===== src/sv/pbor_pkg.sv =====
package pbor_pkg;

    localparam int unsigned RING_DEPTH_DEF = 256;

    localparam int BASE_W  = 48;
    localparam int SIZE_W  = 32;
    localparam int PROD_W  = 48;
    localparam int ID_W    = 16;
    localparam int TAIL_W  = 16;
    localparam int ADDR_W  = 64;
    localparam int STALE_W = 32;
    localparam int BYTE_W  = 8;
    localparam int ACT_W   = 2;
    localparam int STAT_W  = 2;

    localparam logic [ACT_W-1:0] ACT_RECYCLE = 2'd0;
    localparam logic [ACT_W-1:0] ACT_CLAIM   = 2'd1;
    localparam logic [ACT_W-1:0] ACT_PUBLISH = 2'd2;

    localparam logic [STAT_W-1:0] ST_OK     = 2'd0;
    localparam logic [STAT_W-1:0] ST_REJECT = 2'd1;
    localparam logic [STAT_W-1:0] ST_STALE  = 2'd2;

    localparam logic CFG_BASE = 1'b0;
    localparam logic CFG_SIZE = 1'b1;

    localparam logic [SIZE_W-1:0] SIZE_RESET = 32'd4096;

endpackage


===== src/sv/pbor_flag_ram.sv =====
module pbor_flag_ram #(
    parameter int unsigned DEPTH = 256,
    parameter int unsigned AW    = 8
) (
    input  logic          i_clk,
    input  logic          i_we,
    input  logic [AW-1:0] i_waddr,
    input  logic          i_wdata,
    input  logic          i_re,
    input  logic [AW-1:0] i_raddr,
    output logic          o_rdata
);

    logic r_mem [DEPTH];
    logic r_rdata;

    always_ff @(posedge i_clk) begin
        if (i_we) begin
            r_mem[i_waddr] <= i_wdata;
        end
        if (i_re) begin
            r_rdata <= r_mem[i_raddr];
        end
    end

    assign o_rdata = r_rdata;

endmodule


===== src/sv/provided_buffer_ownership_ring.sv =====
// Buffer ownership tracker for a provided-buffer receive ring. After reset the
// in-ring flag memory is swept to zero, one entry per cycle; busy stays high
// through the sweep, while configuration writes are taken at any time. Each
// command then runs its steps in order: on accept the flag memory read is
// issued, in the LOOK state the block decides and writes the flag back while
// the id*size product is registered, and in the EMIT state it adds the base
// and registers the result. o_valid is high for one cycle once the result is
// registered, and start is taken again in that same cycle, so a new command is
// accepted only after the previous result is out. The result is not held: it must be taken on the
// cycle o_valid is high. Ring entry fields read zero when o_write_valid is low.
module provided_buffer_ownership_ring #(
    parameter int unsigned RING_DEPTH = pbor_pkg::RING_DEPTH_DEF
) (
    input  logic                           i_clk,
    input  logic                           i_rst_n,
    input  logic                           i_cfg_we,
    input  logic                           i_cfg_index,
    input  logic [pbor_pkg::BASE_W-1:0]    i_cfg_data,
    input  logic                           start,
    output logic                           busy,
    input  logic [pbor_pkg::ACT_W-1:0]     i_action,
    input  logic [pbor_pkg::ID_W-1:0]      i_buffer_id,
    output logic                           o_valid,
    output logic [pbor_pkg::STAT_W-1:0]    o_status,
    output logic                           o_write_valid,
    output logic [pbor_pkg::BYTE_W-1:0]    o_ring_slot,
    output logic [pbor_pkg::ADDR_W-1:0]    o_entry_addr,
    output logic [pbor_pkg::SIZE_W-1:0]    o_entry_len,
    output logic [pbor_pkg::BYTE_W-1:0]    o_entry_bid,
    output logic [pbor_pkg::TAIL_W-1:0]    o_published_tail,
    output logic [pbor_pkg::STALE_W-1:0]   o_stale_count
);

    import pbor_pkg::*;

    localparam int unsigned AW = (RING_DEPTH > 1) ? $clog2(RING_DEPTH) : 1;
    localparam logic [AW-1:0]   LAST_IDX = AW'(RING_DEPTH - 1);
    localparam logic [ID_W:0]   ID_LIMIT = (ID_W + 1)'(RING_DEPTH);

    localparam logic [1:0] S_CLEAR = 2'd0;
    localparam logic [1:0] S_IDLE  = 2'd1;
    localparam logic [1:0] S_LOOK  = 2'd2;
    localparam logic [1:0] S_EMIT  = 2'd3;

    logic [1:0]          r_state, n_state;
    logic [AW-1:0]       r_clr, n_clr;
    logic [ACT_W-1:0]    r_action, n_action;
    logic [ID_W-1:0]     r_id, n_id;
    logic [BASE_W-1:0]   r_base, n_base;
    logic [SIZE_W-1:0]   r_size, n_size;
    logic [TAIL_W-1:0]   r_tail, n_tail;
    logic [AW-1:0]       r_slot, n_slot;
    logic [TAIL_W-1:0]   r_vis, n_vis;
    logic [STALE_W-1:0]  r_stale, n_stale;
    logic [STAT_W-1:0]   r_status, n_status;
    logic                r_wv, n_wv;
    logic [AW-1:0]       r_wslot, n_wslot;
    logic [PROD_W-1:0]   r_prod, n_prod;

    logic                r_out_valid, n_out_valid;
    logic [STAT_W-1:0]   r_out_status, n_out_status;
    logic                r_out_wv, n_out_wv;
    logic [BYTE_W-1:0]   r_out_slot, n_out_slot;
    logic [ADDR_W-1:0]   r_out_addr, n_out_addr;
    logic [SIZE_W-1:0]   r_out_len, n_out_len;
    logic [BYTE_W-1:0]   r_out_bid, n_out_bid;

    logic                accept;
    logic                in_range;
    logic                flag_rd;
    logic                flag_we;
    logic                flag_val;
    logic                ram_we;
    logic [AW-1:0]       ram_waddr;
    logic                ram_wdata;
    logic [TAIL_W-1:0]   wslot_wide;

    assign busy   = (r_state != S_IDLE);
    assign accept = start && (r_state == S_IDLE);

    pbor_flag_ram #(
        .DEPTH (RING_DEPTH),
        .AW    (AW)
    ) u_flags (
        .i_clk   (i_clk),
        .i_we    (ram_we),
        .i_waddr (ram_waddr),
        .i_wdata (ram_wdata),
        .i_re    (accept),
        .i_raddr (i_buffer_id[AW-1:0]),
        .o_rdata (flag_rd)
    );

    // the sweep owns the write port until the flags are all clear
    assign ram_we    = (r_state == S_CLEAR) || ((r_state == S_LOOK) && flag_we);
    assign ram_waddr = (r_state == S_CLEAR) ? r_clr : r_id[AW-1:0];
    assign ram_wdata = (r_state == S_CLEAR) ? 1'b0 : flag_val;

    assign in_range   = {1'b0, r_id} < ID_LIMIT;
    assign wslot_wide = TAIL_W'(r_wslot);

    always_comb begin
        n_state      = r_state;
        n_clr        = r_clr;
        n_action     = r_action;
        n_id         = r_id;
        n_base       = r_base;
        n_size       = r_size;
        n_tail       = r_tail;
        n_slot       = r_slot;
        n_vis        = r_vis;
        n_stale      = r_stale;
        n_status     = r_status;
        n_wv         = r_wv;
        n_wslot      = r_wslot;
        n_prod       = r_prod;
        n_out_valid  = 1'b0;
        n_out_status = r_out_status;
        n_out_wv     = r_out_wv;
        n_out_slot   = r_out_slot;
        n_out_addr   = r_out_addr;
        n_out_len    = r_out_len;
        n_out_bid    = r_out_bid;
        flag_we      = 1'b0;
        flag_val     = 1'b0;

        if (i_cfg_we) begin
            case (i_cfg_index)
                CFG_BASE: n_base = i_cfg_data;
                CFG_SIZE: n_size = i_cfg_data[SIZE_W-1:0];
                default:  n_base = r_base;
            endcase
        end

        case (r_state)
            S_CLEAR: begin
                n_clr = r_clr + 1'b1;
                if (r_clr == LAST_IDX) begin
                    n_state = S_IDLE;
                end
            end
            S_IDLE: begin
                if (accept) begin
                    n_action = i_action;
                    n_id     = i_buffer_id;
                    n_state  = S_LOOK;
                end
            end
            S_LOOK: begin
                n_status = ST_OK;
                n_wv     = 1'b0;
                n_wslot  = r_slot;
                n_prod   = PROD_W'(r_id) * PROD_W'(r_size);
                case (r_action)
                    ACT_RECYCLE: begin
                        if (!in_range || flag_rd) begin
                            n_status = ST_REJECT;
                        end else begin
                            n_wv     = 1'b1;
                            flag_we  = 1'b1;
                            flag_val = 1'b1;
                            n_tail   = r_tail + 1'b1;
                            // tail wrap lands on slot zero even for odd ring sizes
                            if (r_tail == '1 || r_slot == LAST_IDX) begin
                                n_slot = '0;
                            end else begin
                                n_slot = r_slot + 1'b1;
                            end
                        end
                    end
                    ACT_CLAIM: begin
                        if (!in_range || !flag_rd) begin
                            n_status = ST_STALE;
                            n_stale  = r_stale + 1'b1;
                        end else begin
                            flag_we  = 1'b1;
                            flag_val = 1'b0;
                        end
                    end
                    ACT_PUBLISH: begin
                        n_vis = r_tail;
                    end
                    default: begin
                        n_status = ST_OK;
                    end
                endcase
                n_state = S_EMIT;
            end
            S_EMIT: begin
                n_out_valid  = 1'b1;
                n_out_status = r_status;
                n_out_wv     = r_wv;
                if (r_wv) begin
                    n_out_slot = wslot_wide[BYTE_W-1:0];
                    n_out_addr = ADDR_W'(r_base) + ADDR_W'(r_prod);
                    n_out_len  = r_size;
                    n_out_bid  = r_id[BYTE_W-1:0];
                end else begin
                    n_out_slot = '0;
                    n_out_addr = '0;
                    n_out_len  = '0;
                    n_out_bid  = '0;
                end
                n_state = S_IDLE;
            end
            default: begin
                n_state = S_IDLE;
            end
        endcase
    end

    always_ff @(posedge i_clk) begin
        if (!i_rst_n) begin
            r_state     <= S_CLEAR;
            r_clr       <= '0;
            r_base      <= '0;
            r_size      <= SIZE_RESET;
            r_tail      <= '0;
            r_slot      <= '0;
            r_vis       <= '0;
            r_stale     <= '0;
            r_out_valid <= 1'b0;
        end else begin
            r_state     <= n_state;
            r_clr       <= n_clr;
            r_base      <= n_base;
            r_size      <= n_size;
            r_tail      <= n_tail;
            r_slot      <= n_slot;
            r_vis       <= n_vis;
            r_stale     <= n_stale;
            r_out_valid <= n_out_valid;
        end
    end

    always_ff @(posedge i_clk) begin
        r_action     <= n_action;
        r_id         <= n_id;
        r_status     <= n_status;
        r_wv         <= n_wv;
        r_wslot      <= n_wslot;
        r_prod       <= n_prod;
        r_out_status <= n_out_status;
        r_out_wv     <= n_out_wv;
        r_out_slot   <= n_out_slot;
        r_out_addr   <= n_out_addr;
        r_out_len    <= n_out_len;
        r_out_bid    <= n_out_bid;
    end

    assign o_valid          = r_out_valid;
    assign o_status         = r_out_status;
    assign o_write_valid    = r_out_wv;
    assign o_ring_slot      = r_out_slot;
    assign o_entry_addr     = r_out_addr;
    assign o_entry_len      = r_out_len;
    assign o_entry_bid      = r_out_bid;
    assign o_published_tail = r_vis;
    assign o_stale_count    = r_stale;

`ifndef ASSERT_OFF
    a_result_follows_accept: assert property (@(posedge i_clk) disable iff (!i_rst_n)
        o_valid |-> $past(accept, 3))
        else $error("result beat without a command three cycles earlier");

    a_single_beat: assert property (@(posedge i_clk) disable iff (!i_rst_n)
        o_valid |=> !o_valid)
        else $error("result strobe held for more than one cycle");

    a_write_only_when_ok: assert property (@(posedge i_clk) disable iff (!i_rst_n)
        (o_valid && o_write_valid) |-> (o_status == ST_OK))
        else $error("ring write reported with a reject status");

    a_no_flag_write_in_sweep_overlap: assert property (@(posedge i_clk) disable iff (!i_rst_n)
        (r_state == S_CLEAR) |-> !accept)
        else $error("command accepted during flag sweep");
`endif

endmodule


===== config.mk =====
export PLATFORM = sky130hd
export DESIGN_NAME = provided_buffer_ownership_ring
export DESIGN_NICKNAME = d
export VERILOG_FILES = /design/src/sv/pbor_pkg.sv /design/src/sv/pbor_flag_ram.sv /design/src/sv/provided_buffer_ownership_ring.sv
export SDC_FILE = /design/constraint.sdc
export NUM_CORES = 2
export LEC_CHECK = 0
export BUFFER_PORTS_ARGS = -buffer_cell sky130_fd_sc_hd__buf_2
export CAP_MARGIN = 20
export CORE_MARGIN = 2
export CORE_UTILIZATION = 34
export DETAILED_ROUTE_END_ITERATION = 10
export GPL_TIMING_DRIVEN = 0
export PLACE_DENSITY = 0.51
export SLEW_MARGIN = 20
export SYNTH_ARGS = -nofsm -noshare
export SYNTH_HDL_FRONTEND = slang
export SYNTH_SLANG_ARGS = --single-unit

===== constraint.sdc =====
create_clock -name i_clk -period 11.85 [get_ports i_clk]
set_clock_uncertainty 0.15 [all_clocks]
set_input_delay 1.7775 -clock i_clk [delete_from_list [all_inputs] [get_ports i_clk]]
set_output_delay 1.7775 -clock i_clk [all_outputs]
set_load 0.02 [all_outputs]

==> reports/metrics.csv <==
metric,value,unit
final WL,134000,um
worst-case hold slack,0.262,ns
R2R Setup Slk,3.19,ns
most frequent cells in the layout,"nand2_1 (626), inv_1 (468), edfxtp_1 (434)",
Final nets,5044,
commonest register cell after synthesis,edfxtp_1,
Seq cells post-synth,597,
Synth area leaders,"edfxtp_1 (31%), fa_1 (20%), dfxtp_1 (7.6%)",
area delta synth->final,13.7,%
Placer Congestion,0.911,
Setup CP Type,reg2reg,
largest family of logic cells by synthesized area,adder cells,
total of max-cap violations,0,
DP Wirelength,105000,um
vias post-DR,30300,
core footprint,124000,um2
CP startpoint,r_id[7]$_DFFE_PP_,
Synth Instances,4060,
Final Setup Violations,0,
slew margin rel.,0.191,
layout cells sized above 1,0.104,
outcome,"finished, final reports clean",
switching share of total power,0.352,
mux cell area share after synthesis,0.0463,
Initial Util,0.344,
"Hold-fix buffers, CTS",0,
cell count after placement,5941,
YS warnings,0,
Slowest cell on crit path,clkbuf_1,
P_int,4290,uW
Required @ worst endpoint,12.09,ns
worst slew pin tran,1.20,ns
"Design Area, Final",48500,um2
register area,16300,um2
RSZ-0062 raised after global routing,false,
# DRC,0,
CTS root buf,clkbuf_16,
Async SR Flop Fraction,0,
"slowest stage delay, CP",0.65,ns
Comb pwr share,0.309,
Setup WS pre-CTS,3.05,ns
worst r2r src,r_id[7]$_DFFE_PP_,
Slew Limit Fails,0,
grt ovf,0,
Synth Area in Adders,0.248,
Max Fclk,0.115,GHz
PostCTS Resize Cnt,0,
Port Buffers,219,
share of power burned in registers,0.359,
"Core Util, Final",0.391,
Die Width,358,um
die area,128000,um2
post-synthesis sequential area ratio,0.382,
latest clock arrival within the worst-skew pair,0.65,ns
Fin. Hold Viols,0,
Post-CTS Setup Inserts,0,
"most used cell, CP",fa_1,
H-tree levels,3,
clock power share,0.332,
CP max FO,10,
largest net degree at the start of global routing,51,
clock slew at reported path FFs,0.06,ns
final worst-path cycle share,0.731,
peak supply drop,0.118,mV
top-area cell type share of the netlist area,0.305,
Final min period,8.66,ns
syn_area_per_cell,10.5,um2
NetSw,2330,uW
vias in the first global route,31000,
# rows,129,
multi-input logic area,23700,um2
per-cell routed wire length,22.0,um
DR vias/cell,4.99,
"EDFF count, synth",434,
initial antenna violation count,19,
nature of the critical path startpoint,flip-flop,
CP arrival,8.90,ns
P_leak,0.0188,uW
reg2reg path depth,25,
CP endpoint,r_prod[47]$_DFFE_PP_,
hold crit path type,reg2reg,
1st-iter DRT viols,2281,
XOR/XNOR Fraction of Synth Area,0.0265,
Non-Filler Instances,6075,
library cells used by synthesis,65,
leading area contributor after synthesis,edfxtp_1,
worst r2r dst,r_prod[47]$_DFFE_PP_,
Ports,236,
Filler Cell Count,12300,
number of detailed-route iterations in the first pass,5,
TritonCTS clock tree,done,
post-route worst setup slack,3.19,ns
clk buf depth,3,
Post-Synth Simple-Gate Area,0.163,
post-detailed-route count of antenna-violating nets,0,
Compound-Gate Fraction of Synth Area,0.0694,
CTS buffer count,72,
crit path capture type,flip-flop,
Post-DP Area,46200,um2
Mapped Area,42700,um2
CTS sink cnt,597,
global-route wire length before repair,200000,um
Die Y,358,um
"most common cell after layout, fill and taps aside",nand2_1,
pwr/cell area,136,nW/um2
GRT Total Usage,0.210,
[routing by layer]
layer / global-route usage / vias to the layer above / wire length [um]
li1: - / 13900 / -
met5: 0 / - / 158
met1: 0.284 / 15300 / 58000
met4: 0.0685 / 24 / 4550
met3: 0.0534 / 221 / 10600
met2: 0.331 / 918 / 60400
[synth_stat cells, drive strengths merged, types with 4 or more instances]
master / n
nand2: 626
inv: 468
edfxtp: 434
fa: 419
and2: 344
nor2: 323
clkbuf: 212
ha: 176
dfxtp: 163
a21boi: 111
a21oi: 103
xnor2: 88
mux4: 85
o21ai: 74
a21o: 51
xor2: 41
nand3: 38
nand4: 34
buf: 30
and3: 28
nand2b: 25
nor2b: 22
or3: 20
nor3: 18
o21bai: 16
o21a: 13
o31ai: 10
a211oi: 7
a31oi: 7
o211ai: 7
mux2i: 6
a221oi: 5
a2111oi: 4
and4: 4
nand3b: 4
o41ai: 4
[worst max-delay path: cells and delay by family, from the launching register on]
family | cells | cell delay, ns
AOI/OAI and AO/OA | 8 | 2.48
adders and majority gates | 7 | 3.46
DFF | 1 | 0.32
and+or+nand+nor | 2 | 0.29
xor gates and xnor gates | 1 | 0.15
buffers and inverters | 7 | 1.52
[power by group through the flow]
| stage | Sequential [uW] | Combinational (uW) | Clock, uW |
|---|---|---|---|
| CTS | 2370 | 2050 | 2250 |
| global placement | 2420 | 2030 | 0 |
| finish | 2370 | 2050 | 2200 |
| detailed placement | 2420 | 2040 | 0 |
| global route | 2370 | 2280 | 2330 |
| floorplan | 2390 | 1350 | 0 |
[metrics by stage]
stage / setup TNS, ns / total power, uW
4_1_cts: 0 / 6670
6_report: 0 / 6610
2_1_floorplan: 0 / 3740
5_1_grt: 0 / 6990
3_3_place_gp: -1279.74 / 4440
3_5_place_dp: 0 / 4450
[area by class of cell]
class / instances / share of cell area
flip-flops and latches: 597 / 0.336
multi-input cells: 2767 / 0.489
well taps: 1637 / 0.0422
diodes: 2 / 0.000103
plain buffers: 242 / 0.0205
repair buffers: 230 / 0.0279
inverters: 468 / 0.0362
clock inverters: 34 / 0.00766
clock buffers: 98 / 0.0408
[worst min path at each step]
stage	startpoint	to	cells after the start
global placement	r_status[0]$_DFFE_PP_	o_status[0]$_DFFE_PP_	0
detailed placement	r_status[0]$_DFFE_PP_	o_status[0]$_DFFE_PP_	0
global route	r_status[0]$_DFFE_PP_	o_status[0]$_DFFE_PP_	0
CTS	r_status[0]$_DFFE_PP_	o_status[0]$_DFFE_PP_	0
finish	r_status[0]$_DFFE_PP_	o_status[0]$_DFFE_PP_	0
floorplan	r_status[0]$_DFFE_PP_	o_status[0]$_DFFE_PP_	0
[state kept, by name, summed over array words and instances (netlist names), 16 cells and up]
register / count
o_published_tail: 16
r_id: 16
o_entry_len: 32
o_entry_addr: 49
r_size: 32
r_base: 48
r_tail: 16
r_prod: 48
o_stale_count: 32
u_flags.r_mem: 256
[kinds of logic (layout without fill, tap and decap cells)]
kind of cell | count (synthesis) | after routing
simple gates | 1498 | 1498
buf+inv | 710 | 1072
flops | 597 | 597
fa+ha+maj | 595 | 595
compound gates | 439 | 439
xor+xnor | 129 | 129
mux | 91 | 91
other cells | 1 | 17
(Power assumes the default switching activity.)
